## src/sv/vit_pkg.sv

```systemverilog
// shared types, constants and helpers of the virtual interval timer port block
package vit_pkg;

    localparam int NUM_COUNTERS = 3;
    localparam int CNT_IDX_W    = $clog2(NUM_COUNTERS);

    localparam int PORT_W   = 16;
    localparam int BYTE_W   = 8;
    localparam int TICK_W   = 32;
    localparam int RELOAD_W = 16;
    localparam int PERIOD_W = RELOAD_W + 1;
    localparam int IRQ_W    = 17;
    localparam int DIV_STEPS = TICK_W;
    localparam int DIV_CNT_W = $clog2(DIV_STEPS + 1);

    localparam logic [PORT_W-1:0] PORT_CNT0_LO = 16'h0071;
    localparam logic [PORT_W-1:0] PORT_CNT1_LO = 16'h0073;
    localparam logic [PORT_W-1:0] PORT_CNT2_LO = 16'h0075;
    localparam logic [PORT_W-1:0] PORT_CMD_LO  = 16'h0077;
    localparam logic [PORT_W-1:0] PORT_CNT0_HI = 16'h3FD9;
    localparam logic [PORT_W-1:0] PORT_CNT1_HI = 16'h3FDB;
    localparam logic [PORT_W-1:0] PORT_CNT2_HI = 16'h3FDD;
    localparam logic [PORT_W-1:0] PORT_CMD_HI  = 16'h3FDF;

    localparam logic [RELOAD_W-1:0] RELOAD_RESET = 16'h4E00;
    localparam logic [RELOAD_W-1:0] BASE_RESET   = 16'd19968;
    localparam logic [PERIOD_W-1:0] PERIOD_FULL  = 17'h10000;
    localparam logic [BYTE_W-1:0]   CMD_READ_DATA = 8'hFF;

    // read/write byte modes
    localparam logic [1:0] BM_NONE = 2'd0;
    localparam logic [1:0] BM_LSB  = 2'd1;
    localparam logic [1:0] BM_MSB  = 2'd2;
    localparam logic [1:0] BM_BOTH = 2'd3;

    localparam logic [1:0] SC_READBACK = 2'd3;
    localparam logic [1:0] RL_LATCH    = 2'd0;
    localparam logic [2:0] MODE_RESET  = 3'd3;

    // kinds of port access
    localparam logic [2:0] KIND_NONE  = 3'd0;
    localparam logic [2:0] KIND_CMDRD = 3'd1;
    localparam logic [2:0] KIND_CMDWR = 3'd2;
    localparam logic [2:0] KIND_DWR   = 3'd3;
    localparam logic [2:0] KIND_DRD   = 3'd4;

    typedef struct packed {
        logic                op;
        logic [PORT_W-1:0]   port;
        logic [BYTE_W-1:0]   write_data;
        logic [TICK_W-1:0]   tick_now;
    } t_in_item;

    typedef struct packed {
        logic                handled;
        logic [BYTE_W-1:0]   read_data;
        logic                pass_through;
        logic [IRQ_W-1:0]    irq_divisor;
    } t_out_item;

    typedef logic [RELOAD_W-1:0] t_cfg_word;

    typedef struct packed {
        logic                start;
        logic [TICK_W-1:0]   dividend;
        logic [PERIOD_W-1:0] divisor;
    } t_div_req;

    typedef struct packed {
        logic                done;
        logic [TICK_W-1:0]   quotient;
        logic [PERIOD_W-1:0] remainder;
    } t_div_rsp;

    // a reload of zero counts the full 16-bit range
    function automatic logic [PERIOD_W-1:0] period_of(input logic [RELOAD_W-1:0] r);
        return (r == '0) ? PERIOD_FULL : {1'b0, r};
    endfunction

    function automatic logic [RELOAD_W-1:0] base_of(input logic [RELOAD_W-1:0] b);
        return (b == '0) ? RELOAD_W'(1) : b;
    endfunction

endpackage

```

## src/sv/vit_chan_if.sv

```systemverilog
// valid/ready channel carrying one payload word
interface vit_chan_if #(
    parameter type t_payload = logic
);
    logic     valid;
    logic     ready;
    t_payload data;

    modport source (output valid, output data, input ready);
    modport sink   (input valid, input data, output ready);
endinterface

```

## src/sv/vit_div.sv

```systemverilog
// shared restoring divider, one quotient bit per cycle
module vit_div (
    input  logic              i_clk,
    input  logic              i_rst_n,
    input  vit_pkg::t_div_req i_req,
    output vit_pkg::t_div_rsp o_rsp
);
    logic                              r_busy;
    logic                              r_done;
    logic [vit_pkg::DIV_CNT_W-1:0]     r_cnt;
    logic [vit_pkg::TICK_W-1:0]        r_quo;
    logic [vit_pkg::PERIOD_W-1:0]      r_rem;
    logic [vit_pkg::PERIOD_W-1:0]      r_dvs;

    logic [vit_pkg::PERIOD_W:0] shifted;
    logic [vit_pkg::PERIOD_W:0] diff;
    logic                       ge;

    assign shifted = {r_rem, r_quo[vit_pkg::TICK_W-1]};
    assign ge      = shifted >= {1'b0, r_dvs};
    assign diff    = shifted - {1'b0, r_dvs};

    always_ff @(posedge i_clk) begin
        if (!i_rst_n) begin
            r_busy <= 1'b0;
            r_done <= 1'b0;
            r_cnt  <= '0;
        end else begin
            r_done <= 1'b0;
            if (i_req.start) begin
                r_busy <= 1'b1;
                r_cnt  <= vit_pkg::DIV_CNT_W'(vit_pkg::DIV_STEPS);
            end else if (r_busy) begin
                r_cnt <= r_cnt - 1'b1;
                if (r_cnt == vit_pkg::DIV_CNT_W'(1)) begin
                    r_busy <= 1'b0;
                    r_done <= 1'b1;
                end
            end
        end
    end

    always_ff @(posedge i_clk) begin
        if (i_req.start) begin
            r_quo <= i_req.dividend;
            r_rem <= '0;
            r_dvs <= i_req.divisor;
        end else if (r_busy) begin
            r_quo <= {r_quo[vit_pkg::TICK_W-2:0], ge};
            // when not ge the shifted value is below the divisor, so it fits
            r_rem <= ge ? diff[vit_pkg::PERIOD_W-1:0] : shifted[vit_pkg::PERIOD_W-1:0];
        end
    end

    assign o_rsp.done      = r_done;
    assign o_rsp.quotient  = r_quo;
    assign o_rsp.remainder = r_rem;

endmodule

```

## src/sv/virtual_interval_timer_ports.sv

```systemverilog
// top level of the virtual interval timer port block
// One port access is taken per transaction and gives one result. An access that needs the
// current count estimate (a latch command, or a data read of a counter that is not latched)
// runs the shared 32-step restoring divider twice, once for the count modulo the reload and
// once for the counter-0 interrupt divisor; every other access runs it only for the divisor.
// The next access is taken once the current one is finished, even while its result still
// waits on the output register; an access only stalls in its last step while the previous
// result has not been taken.
module virtual_interval_timer_ports (
    input  logic        i_clk,
    input  logic        i_rst_n,
    vit_chan_if.sink    i_in,
    vit_chan_if.source  o_out,
    vit_chan_if.sink    i_cfg
);
    localparam logic [3:0] S_IDLE  = 4'd0;
    localparam logic [3:0] S_DEC   = 4'd1;
    localparam logic [3:0] S_MUL   = 4'd2;
    localparam logic [3:0] S_ESTGO = 4'd3;
    localparam logic [3:0] S_ESTW  = 4'd4;
    localparam logic [3:0] S_APPLY = 4'd5;
    localparam logic [3:0] S_QGO   = 4'd6;
    localparam logic [3:0] S_QW    = 4'd7;
    localparam logic [3:0] S_PUSH  = 4'd8;

    localparam int N  = vit_pkg::NUM_COUNTERS;
    localparam int KW = vit_pkg::CNT_IDX_W;
    localparam int RW = vit_pkg::RELOAD_W;
    localparam int TW = vit_pkg::TICK_W;

    logic [3:0]                       r_state;
    vit_pkg::t_in_item                r_item;
    logic [RW-1:0]                    r_base;

    logic [2:0]                       r_count_mode      [N];
    logic [1:0]                       r_byte_mode       [N];
    logic [RW-1:0]                    r_reload          [N];
    logic                             r_write_high_next [N];
    logic                             r_read_high_next  [N];
    logic                             r_is_latched      [N];
    logic [RW-1:0]                    r_latched_count   [N];
    logic [TW-1:0]                    r_reload_tick     [N];

    logic [2:0]                       r_kind;
    logic [KW-1:0]                    r_k;
    logic [TW-1:0]                    r_elapsed;
    logic [TW-1:0]                    r_prod;
    logic [RW-1:0]                    r_est;
    logic                             r_handled;
    logic [vit_pkg::BYTE_W-1:0]       r_rd;
    logic                             r_pass;
    logic [vit_pkg::IRQ_W-1:0]        r_div;
    logic                             r_ov;
    vit_pkg::t_out_item               r_out;

    vit_pkg::t_div_req                div_req;
    vit_pkg::t_div_rsp                div_rsp;

    // decode of the held access
    logic                             is_cmd;
    logic                             is_data;
    logic [KW-1:0]                    dk;
    logic [1:0]                       sc;
    logic [1:0]                       rl;
    logic [2:0]                       kind;
    logic [KW-1:0]                    kk;
    logic                             need_est;
    logic [TW+RW-1:0]                 prod_full;
    logic [vit_pkg::PERIOD_W-1:0]     period_k;
    logic [RW-1:0]                    rd_value;
    logic                             out_free;

    assign sc = r_item.write_data[7:6];
    assign rl = r_item.write_data[5:4];

    always_comb begin
        is_cmd  = (r_item.port == vit_pkg::PORT_CMD_LO) || (r_item.port == vit_pkg::PORT_CMD_HI);
        is_data = 1'b1;
        dk      = '0;
        unique case (r_item.port)
            vit_pkg::PORT_CNT0_LO, vit_pkg::PORT_CNT0_HI: dk = KW'(0);
            vit_pkg::PORT_CNT1_LO, vit_pkg::PORT_CNT1_HI: dk = KW'(1);
            vit_pkg::PORT_CNT2_LO, vit_pkg::PORT_CNT2_HI: dk = KW'(2);
            default: is_data = 1'b0;
        endcase

        kind = vit_pkg::KIND_NONE;
        if (is_cmd) begin
            kind = r_item.op ? vit_pkg::KIND_CMDWR : vit_pkg::KIND_CMDRD;
        end else if (is_data) begin
            kind = r_item.op ? vit_pkg::KIND_DWR : vit_pkg::KIND_DRD;
        end

        // counter index, kept in range for the read-back select
        kk = '0;
        if (is_cmd && sc != vit_pkg::SC_READBACK) begin
            kk = sc[KW-1:0];
        end else if (is_data) begin
            kk = dk;
        end

        need_est = ((kind == vit_pkg::KIND_CMDWR) && (sc != vit_pkg::SC_READBACK) &&
                    (rl == vit_pkg::RL_LATCH)) ||
                   ((kind == vit_pkg::KIND_DRD) && !r_is_latched[kk]);
    end

    assign prod_full = r_elapsed * vit_pkg::base_of(r_base);
    assign period_k  = vit_pkg::period_of(r_reload[r_k]);
    assign rd_value  = r_is_latched[r_k] ? r_latched_count[r_k] : r_est;
    assign out_free  = !r_ov || o_out.ready;

    always_comb begin
        div_req.start    = (r_state == S_ESTGO) || (r_state == S_QGO);
        div_req.dividend = r_prod;
        div_req.divisor  = period_k;
        if (r_state == S_QGO) begin
            div_req.dividend = TW'(vit_pkg::period_of(r_reload[0]));
            div_req.divisor  = {1'b0, vit_pkg::base_of(r_base)};
        end
    end

    vit_div u_div (
        .i_clk   (i_clk),
        .i_rst_n (i_rst_n),
        .i_req   (div_req),
        .o_rsp   (div_rsp)
    );

    assign i_in.ready  = (r_state == S_IDLE);
    assign i_cfg.ready = 1'b1;
    assign o_out.valid = r_ov;
    assign o_out.data  = r_out;

    // sequencer and output register
    always_ff @(posedge i_clk) begin
        if (!i_rst_n) begin
            r_state <= S_IDLE;
            r_ov    <= 1'b0;
            r_base  <= vit_pkg::BASE_RESET;
        end else begin
            if (i_cfg.valid) begin
                r_base <= i_cfg.data;
            end
            if (r_state == S_PUSH && out_free) begin
                r_ov <= 1'b1;
            end else if (o_out.ready) begin
                r_ov <= 1'b0;
            end
            unique case (r_state)
                S_IDLE: begin
                    if (i_in.valid) begin
                        r_state <= S_DEC;
                    end
                end
                S_DEC:   r_state <= need_est ? S_MUL : S_APPLY;
                S_MUL:   r_state <= S_ESTGO;
                S_ESTGO: r_state <= S_ESTW;
                S_ESTW: begin
                    if (div_rsp.done) begin
                        r_state <= S_APPLY;
                    end
                end
                S_APPLY: r_state <= S_QGO;
                S_QGO:   r_state <= S_QW;
                S_QW: begin
                    if (div_rsp.done) begin
                        r_state <= S_PUSH;
                    end
                end
                S_PUSH: begin
                    if (out_free) begin
                        r_state <= S_IDLE;
                    end
                end
                default: r_state <= S_IDLE;
            endcase
        end
    end

    // working registers of the current access
    always_ff @(posedge i_clk) begin
        if (r_state == S_IDLE && i_in.valid) begin
            r_item <= i_in.data;
        end
        if (r_state == S_DEC) begin
            r_kind    <= kind;
            r_k       <= kk;
            r_elapsed <= r_item.tick_now - r_reload_tick[kk];
        end
        if (r_state == S_MUL) begin
            r_prod <= prod_full[TW-1:0];
        end
        if (r_state == S_ESTW && div_rsp.done) begin
            r_est <= RW'(period_k - div_rsp.remainder);
        end
        if (r_state == S_QW && div_rsp.done) begin
            r_div <= (div_rsp.quotient == '0) ? vit_pkg::IRQ_W'(1)
                                              : div_rsp.quotient[vit_pkg::IRQ_W-1:0];
        end
        if (r_state == S_PUSH && out_free) begin
            r_out.handled      <= r_handled;
            r_out.read_data    <= r_rd;
            r_out.pass_through <= r_pass;
            r_out.irq_divisor  <= r_div;
        end
    end

    // counter state, updated once per access
    always_ff @(posedge i_clk) begin
        if (!i_rst_n) begin
            for (int i = 0; i < N; i++) begin
                r_count_mode[i]      <= vit_pkg::MODE_RESET;
                r_byte_mode[i]       <= vit_pkg::BM_BOTH;
                r_reload[i]          <= vit_pkg::RELOAD_RESET;
                r_write_high_next[i] <= 1'b0;
                r_read_high_next[i]  <= 1'b0;
                r_is_latched[i]      <= 1'b0;
                r_latched_count[i]   <= '0;
                r_reload_tick[i]     <= '0;
            end
        end else if (r_state == S_APPLY) begin
            unique case (r_kind)
                vit_pkg::KIND_CMDWR: begin
                    if (sc != vit_pkg::SC_READBACK) begin
                        if (rl == vit_pkg::RL_LATCH) begin
                            r_is_latched[r_k]     <= 1'b1;
                            r_latched_count[r_k]  <= r_est;
                            r_read_high_next[r_k] <= 1'b0;
                        end else begin
                            r_byte_mode[r_k]       <= rl;
                            r_count_mode[r_k]      <= r_item.write_data[3:1];
                            r_write_high_next[r_k] <= 1'b0;
                            r_read_high_next[r_k]  <= 1'b0;
                            r_is_latched[r_k]      <= 1'b0;
                        end
                    end
                end
                vit_pkg::KIND_DWR: begin
                    unique case (r_byte_mode[r_k])
                        vit_pkg::BM_LSB: begin
                            r_reload[r_k][7:0] <= r_item.write_data;
                            r_reload_tick[r_k] <= r_item.tick_now;
                        end
                        vit_pkg::BM_MSB: begin
                            r_reload[r_k][15:8] <= r_item.write_data;
                            r_reload_tick[r_k]  <= r_item.tick_now;
                        end
                        vit_pkg::BM_BOTH: begin
                            if (!r_write_high_next[r_k]) begin
                                r_reload[r_k][7:0]     <= r_item.write_data;
                                r_write_high_next[r_k] <= 1'b1;
                            end else begin
                                r_reload[r_k][15:8]    <= r_item.write_data;
                                r_write_high_next[r_k] <= 1'b0;
                                r_reload_tick[r_k]     <= r_item.tick_now;
                            end
                        end
                        default: ;
                    endcase
                end
                vit_pkg::KIND_DRD: begin
                    unique case (r_byte_mode[r_k])
                        vit_pkg::BM_LSB, vit_pkg::BM_MSB: r_is_latched[r_k] <= 1'b0;
                        vit_pkg::BM_BOTH: begin
                            if (!r_read_high_next[r_k]) begin
                                r_read_high_next[r_k] <= 1'b1;
                            end else begin
                                r_read_high_next[r_k] <= 1'b0;
                                r_is_latched[r_k]     <= 1'b0;
                            end
                        end
                        default: ;
                    endcase
                end
                default: ;
            endcase
        end
    end

    // result fields of the access
    always_ff @(posedge i_clk) begin
        if (r_state == S_APPLY) begin
            r_handled <= (r_kind != vit_pkg::KIND_NONE);
            r_rd      <= '0;
            r_pass    <= 1'b0;
            unique case (r_kind)
                vit_pkg::KIND_CMDRD: r_rd <= vit_pkg::CMD_READ_DATA;
                vit_pkg::KIND_CMDWR: r_pass <= (sc == 2'd1);
                vit_pkg::KIND_DWR:   r_pass <= (r_k == KW'(1));
                vit_pkg::KIND_DRD: begin
                    unique case (r_byte_mode[r_k])
                        vit_pkg::BM_LSB:  r_rd <= rd_value[7:0];
                        vit_pkg::BM_MSB:  r_rd <= rd_value[15:8];
                        vit_pkg::BM_BOTH: r_rd <= r_read_high_next[r_k] ? rd_value[15:8]
                                                                        : rd_value[7:0];
                        default:          r_rd <= '0;
                    endcase
                end
                default: ;
            endcase
        end
    end

    a_accept_decodes: assert property (@(posedge i_clk) disable iff (!i_rst_n)
        (i_in.valid && i_in.ready) |=> (r_state == S_DEC))
        else $error("accepted access did not enter decode");

    a_div_start_state: assert property (@(posedge i_clk) disable iff (!i_rst_n)
        div_req.start |-> (r_state == S_ESTGO || r_state == S_QGO))
        else $error("divider started outside a launch state");

    a_div_done_state: assert property (@(posedge i_clk) disable iff (!i_rst_n)
        div_rsp.done |-> (r_state == S_ESTW || r_state == S_QW))
        else $error("divider finished while nobody waits");

    a_irq_nonzero: assert property (@(posedge i_clk) disable iff (!i_rst_n)
        o_out.valid |-> (o_out.data.irq_divisor != '0))
        else $error("interrupt divisor is zero");

endmodule

```

## src/flat_wrapper.sv

```systemverilog
// flat-port wrapper written by rule: the top's interface ports become plain ports
module virtual_interval_timer_ports_flat 
  (i_clk, i_rst_n, i_in_valid, i_in_data, i_in_ready, o_out_valid, o_out_data, o_out_ready, i_cfg_valid, i_cfg_data, i_cfg_ready);
  vit_chan_if #(.t_payload(vit_pkg::t_in_item)) i_in_i ();
  vit_chan_if #(.t_payload(vit_pkg::t_out_item)) o_out_i ();
  vit_chan_if #(.t_payload(vit_pkg::t_cfg_word)) i_cfg_i ();
  input  logic i_clk;
  input  logic i_rst_n;
  input wire logic [$bits(i_in_i.valid)-1:0] i_in_valid;
  input wire logic [$bits(i_in_i.data)-1:0] i_in_data;
  output wire logic [$bits(i_in_i.ready)-1:0] i_in_ready;
  output wire logic [$bits(o_out_i.valid)-1:0] o_out_valid;
  output wire logic [$bits(o_out_i.data)-1:0] o_out_data;
  input wire logic [$bits(o_out_i.ready)-1:0] o_out_ready;
  input wire logic [$bits(i_cfg_i.valid)-1:0] i_cfg_valid;
  input wire logic [$bits(i_cfg_i.data)-1:0] i_cfg_data;
  output wire logic [$bits(i_cfg_i.ready)-1:0] i_cfg_ready;
  assign i_in_i.valid = i_in_valid;
  assign i_in_i.data = i_in_data;
  assign i_in_ready = i_in_i.ready;
  assign o_out_valid = o_out_i.valid;
  assign o_out_data = o_out_i.data;
  assign o_out_i.ready = o_out_ready;
  assign i_cfg_i.valid = i_cfg_valid;
  assign i_cfg_i.data = i_cfg_data;
  assign i_cfg_ready = i_cfg_i.ready;
  virtual_interval_timer_ports u_core (.i_clk(i_clk), .i_rst_n(i_rst_n), .i_in(i_in_i), .o_out(o_out_i), .i_cfg(i_cfg_i));
endmodule
```

## config.mk

```make
export PLATFORM = sky130hd
export DESIGN_NAME = virtual_interval_timer_ports_flat
export DESIGN_NICKNAME = d
export VERILOG_FILES = /design/src/sv/vit_pkg.sv /design/src/sv/vit_chan_if.sv /design/src/sv/vit_div.sv /design/src/sv/virtual_interval_timer_ports.sv /design/src/flat_wrapper.sv
export SDC_FILE = /design/constraint.sdc
export NUM_CORES = 2
export LEC_CHECK = 0
export ABC_AREA = 1
export BUFFER_PORTS_ARGS = -buffer_cell sky130_fd_sc_hd__buf_4
export CAP_MARGIN = 10
export CELL_PAD_IN_SITES_DETAIL_PLACEMENT = 1
export CELL_PAD_IN_SITES_GLOBAL_PLACEMENT = 1
export CORE_MARGIN = 2
export CORE_UTILIZATION = 45
export CTS_BUF_LIST = sky130_fd_sc_hd__clkbuf_16
export DETAILED_ROUTE_END_ITERATION = 10
export HOLD_SLACK_MARGIN = 0.03
export PLACE_DENSITY_LB_ADDON = 0.1
export SKIP_LAST_GASP = 1
export SYNTH_ARGS = -nofsm -noshare
export SYNTH_HDL_FRONTEND = slang
export SYNTH_HIERARCHICAL = 1
export SYNTH_SLANG_ARGS = --single-unit
```

## constraint.sdc

```tcl
create_clock -name i_clk -period 5.8 [get_ports i_clk]
set_clock_uncertainty 0.05 [all_clocks]
set_input_delay 1.16 -clock i_clk [delete_from_list [all_inputs] [get_ports i_clk]]
set_output_delay 1.16 -clock i_clk [all_outputs]
set_load 0.01 [all_outputs]
```

==> impl_metrics.csv <==
group,metric,value,unit
detailed_routing,wl,110,mm
detailed_routing,highest_layer,"met4",
clock_network,cts_tree,"done",
logic_synthesis,yosys.area_share.xor_xnor,2.17,%
clock_network,cts-root-buf,"clkbuf_16",
finish,fillers,9693,
logic_synthesis,yosys_warnings,6,
place,place_ws,-0.169,ns
worst_setup_path,start_kind,"flop",
detailed_routing,ant_nets,0,
floorplan,fp.dieW,294,um
finish,seq_area,0.0156,mm2
floorplan,initial_utilization,45.3,%
sta,final_max_slew_viol_count,0,
logic_synthesis,synth_edf_count,482,
worst_setup_path,path_class,"flop to flop",
logic_synthesis,synth_cells,4271,
detailed_routing,num_vias,28700,
logic_synthesis,syn-cell-area,0.0379,mm2
detailed_routing,wl_met1,46.4,mm
flow_run,drv_cap,0,
logic_synthesis,synth_top_family_by_area,"adder cells",
worst_setup_path,worst_setup_path_end_kind,"flop",
logic_synthesis,synthArstFlopShare,0,%
floorplan,dieArea,0.0865,mm2
sta,slew_headroom,18.8,%
sta,rsz0062_at_grt,"yes",
detailed_routing,avgRoutedWirePerCell,19.6,um
floorplan,io_pins,108,
worst_setup_path,arrival,6.12,ns
finish,final_common_cell,"nand2_1",
clock_network,htree_levels,2,
clock_network,clock_sinks,539,
place,post_dp_cell_area,0.0409,mm2
place,gp_congestion,0.871,
sta,tightestPinTransition,1.22,ns
logic_synthesis,synth_cell_type_count,60,
logic_synthesis,syn_avg_cell_area,8.87,um2
finish,finish.instance_area,0.0436,mm2
detailed_routing,drtPass1Iterations,5,
sta,postLayoutSetupSlackWorst,0.0182,ns
logic_synthesis,synthTopCellsByArea,"edfxtp_1 (38%), fa_1 (16%), nand2_1 (10%), inv_1 (8.6%), ha_1 (4.4%)",
finish,layout.nets,4986,
logic_synthesis,synth_top_area_share,38.2,%
sta,fin_crit,5.78,ns
sta,finalSetupTns,0,ns
hold_path,hp-class,"flop to flop",
place,port_buffers,106,
sta,fin_crit_sh,99.7,%
floorplan,die_y,294,um
clock_network,cts_buffers,60,
global_routing,antenna_found_initial,0,
finish,multi_input_area,0.0185,mm2
worst_setup_path,required,6.14,ns
global_routing,grt_max_degree,58,
logic_synthesis,ys_seq_area_share,41.2,%
finish,diodes,0,
clock_network,clk_path_buf_depth,3,
finish,area_growth,15.1,%
status,status,"finished clean",
detailed_routing,met3_length,3.82,mm
floorplan,core_region_area,0.0836,mm2
clock_network,path_clk_slew,0.06,ns
sta,max_freq,0.173,GHz
sta,worst_hold_slack,0.366,ns
place,hpwlAfterDp,84.2,mm
detailed_routing,vias_per_cell,5.12,
sta,finalHoldViolCount,0,
sta,setup_viol,0,
detailed_routing,drt_iter0_markers,1503,
finish,final_cell_mix,"nand2_1 (1030), inv_1 (858), edfxtp_1 (482), nor2_1 (381), fa_1 (302)",
detailed_routing,drc,0,
logic_synthesis,synth_simple_gate_area_share,17.7,%
logic_synthesis,ys_seq_elements,539,
detailed_routing,route.met2.wl,55.9,mm
clock_network,ctsHoldBuffers,0,
logic_synthesis,yosys.area_share.adder,20.7,%
floorplan,fp-row-count,106,
finish,drive_gt1_share,12.7,%
logic_synthesis,synth_compound_area_share,6.69,%
global_routing,grt_usage,25.8,%
logic_synthesis,muxShareOfSynthArea,0.476,%
logic_synthesis,synth_top_cell_by_area,"edfxtp_1",
global_routing,grt_pass1_vias,30900,
logic_synthesis,synthesis.nets,4790,
global_routing,grt_pass1_wl,172,mm
clock_network,clk_latency,0.65,ns
global_routing,gr-total-overflow,0,
logic_synthesis,synth_flop_cell,"edfxtp_1",
worst_setup_path,critPathMaxFanout,3,
==> per-layer routing <==
layer  vias to the layer above  track usage (%)
li1                      13700                -
met1                     14300             32.4
met2                       522             46.5
met3                       163             2.69
met4                         0             8.39
met5                         -                0
==> synthesized netlist by cell type, types with 27 or more instances <==
library cell,count
a21oi_1,154
dfxtp_1,57
xnor2_1,39
xor2_1,55
nor3_1,27
fa_1,307
o21ai_0,167
inv_1,864
nor2_1,383
clkbuf_1,135
edfxtp_1,482
ha_1,134
nand3_1,105
a22oi_1,32
nand2_1,1046
==> through the flow <==
step / cells / util (%)
after floorplan: 4271 / -
after global placement: 5452 / 48.9
after detailed placement: 5452 / 48.9
after CTS: 5571 / 51.4
after global routing: 5599 / 52.2
final: 5599 / 52.2
==> final cells by class <==
class,instances,share of cell area [%]
multi-input cells,2662,42.4
flip-flops and latches,539,35.8
inverters,882,7.60
repair buffers,322,6.44
clock buffers,62,3.56
well taps,1080,3.10
clock inverters,52,1.04
==> critical path, cell delays in order (launching register included) <==
cell      delay, ns
edfxtp_1       0.45
buf_6          0.17
nand2_4        0.05
inv_2          0.03
fa_1           0.51
inv_1          0.06
fa_1           0.50
fa_1           0.54
inv_1          0.05
fa_1           0.46
fa_1           0.54
inv_2          0.05
fa_2           0.56
inv_2          0.05
ha_4           0.25
a21oi_2        0.12
a21boi_4       0.21
buf_6          0.11
o211ai_1       0.15
nand2_1        0.17
nand3_4        0.12
a21oi_2        0.18
inv_1          0.05
nand2_1        0.06
nand2_1        0.05
==> kinds of logic after synthesis <==
| family | Yosys count |
|---|---|
| other | 1 |
| AOI/OAI and AO/OA | 449 |
| and+or+nand+nor | 1661 |
| adders and majority gates | 441 |
| DFF | 539 |
| xor gates and xnor gates | 94 |
| muxes | 16 |
| buffers and inverters | 1070 |
==> what timing repair did <==
item | in CTS | in global routing
buffers inserted | 5 | 28
endpoints found under the setup margin | 8 | 19
gates cloned | 0 | 0
pin swaps | 7 | 55
resized for setup | 12 | 117
==> worst paths after layout <==
check | start | end | slack (ns) | depth (start not counted)
max | u_core/r_elapsed[8]$_DFFE_PN_ | u_core/r_prod[31]$_DFFE_PP_ | 0.02 | 24
min reg2reg | u_core/r_rd[0]$_DFFE_PP_ | u_core/o_out.data[18]$_DFFE_PP_ | 0.37 | 0
max reg2reg | u_core/r_elapsed[8]$_DFFE_PN_ | u_core/r_prod[31]$_DFFE_PP_ | 0.02 | 24
min | u_core/r_rd[0]$_DFFE_PP_ | u_core/o_out.data[18]$_DFFE_PP_ | 0.37 | 0
==> flip-flops by register name, indices dropped and copies added (netlist names), 6 cells and up, named ones only <==
register and cells:
u_core/r_reload_tick 98, u_core/r_latched_count 64, u_core/r_reload 64, u_core/r_item 57, u_core/r_elapsed 32, u_core/r_prod 32, u_core/u_div/r_quo 32, u_core/o_out.data 27
u_core/r_div 17, u_core/u_div/r_dvs 17, u_core/u_div/r_rem 17, u_core/r_base 16, u_core/r_est 16, u_core/r_byte_mode 8, u_core/r_rd 8, u_core/u_div/r_cnt 6
Power is left out: the tool's default activity adds up to more than one toggle a clock period on the data nets, which glitch-free logic cannot reach.
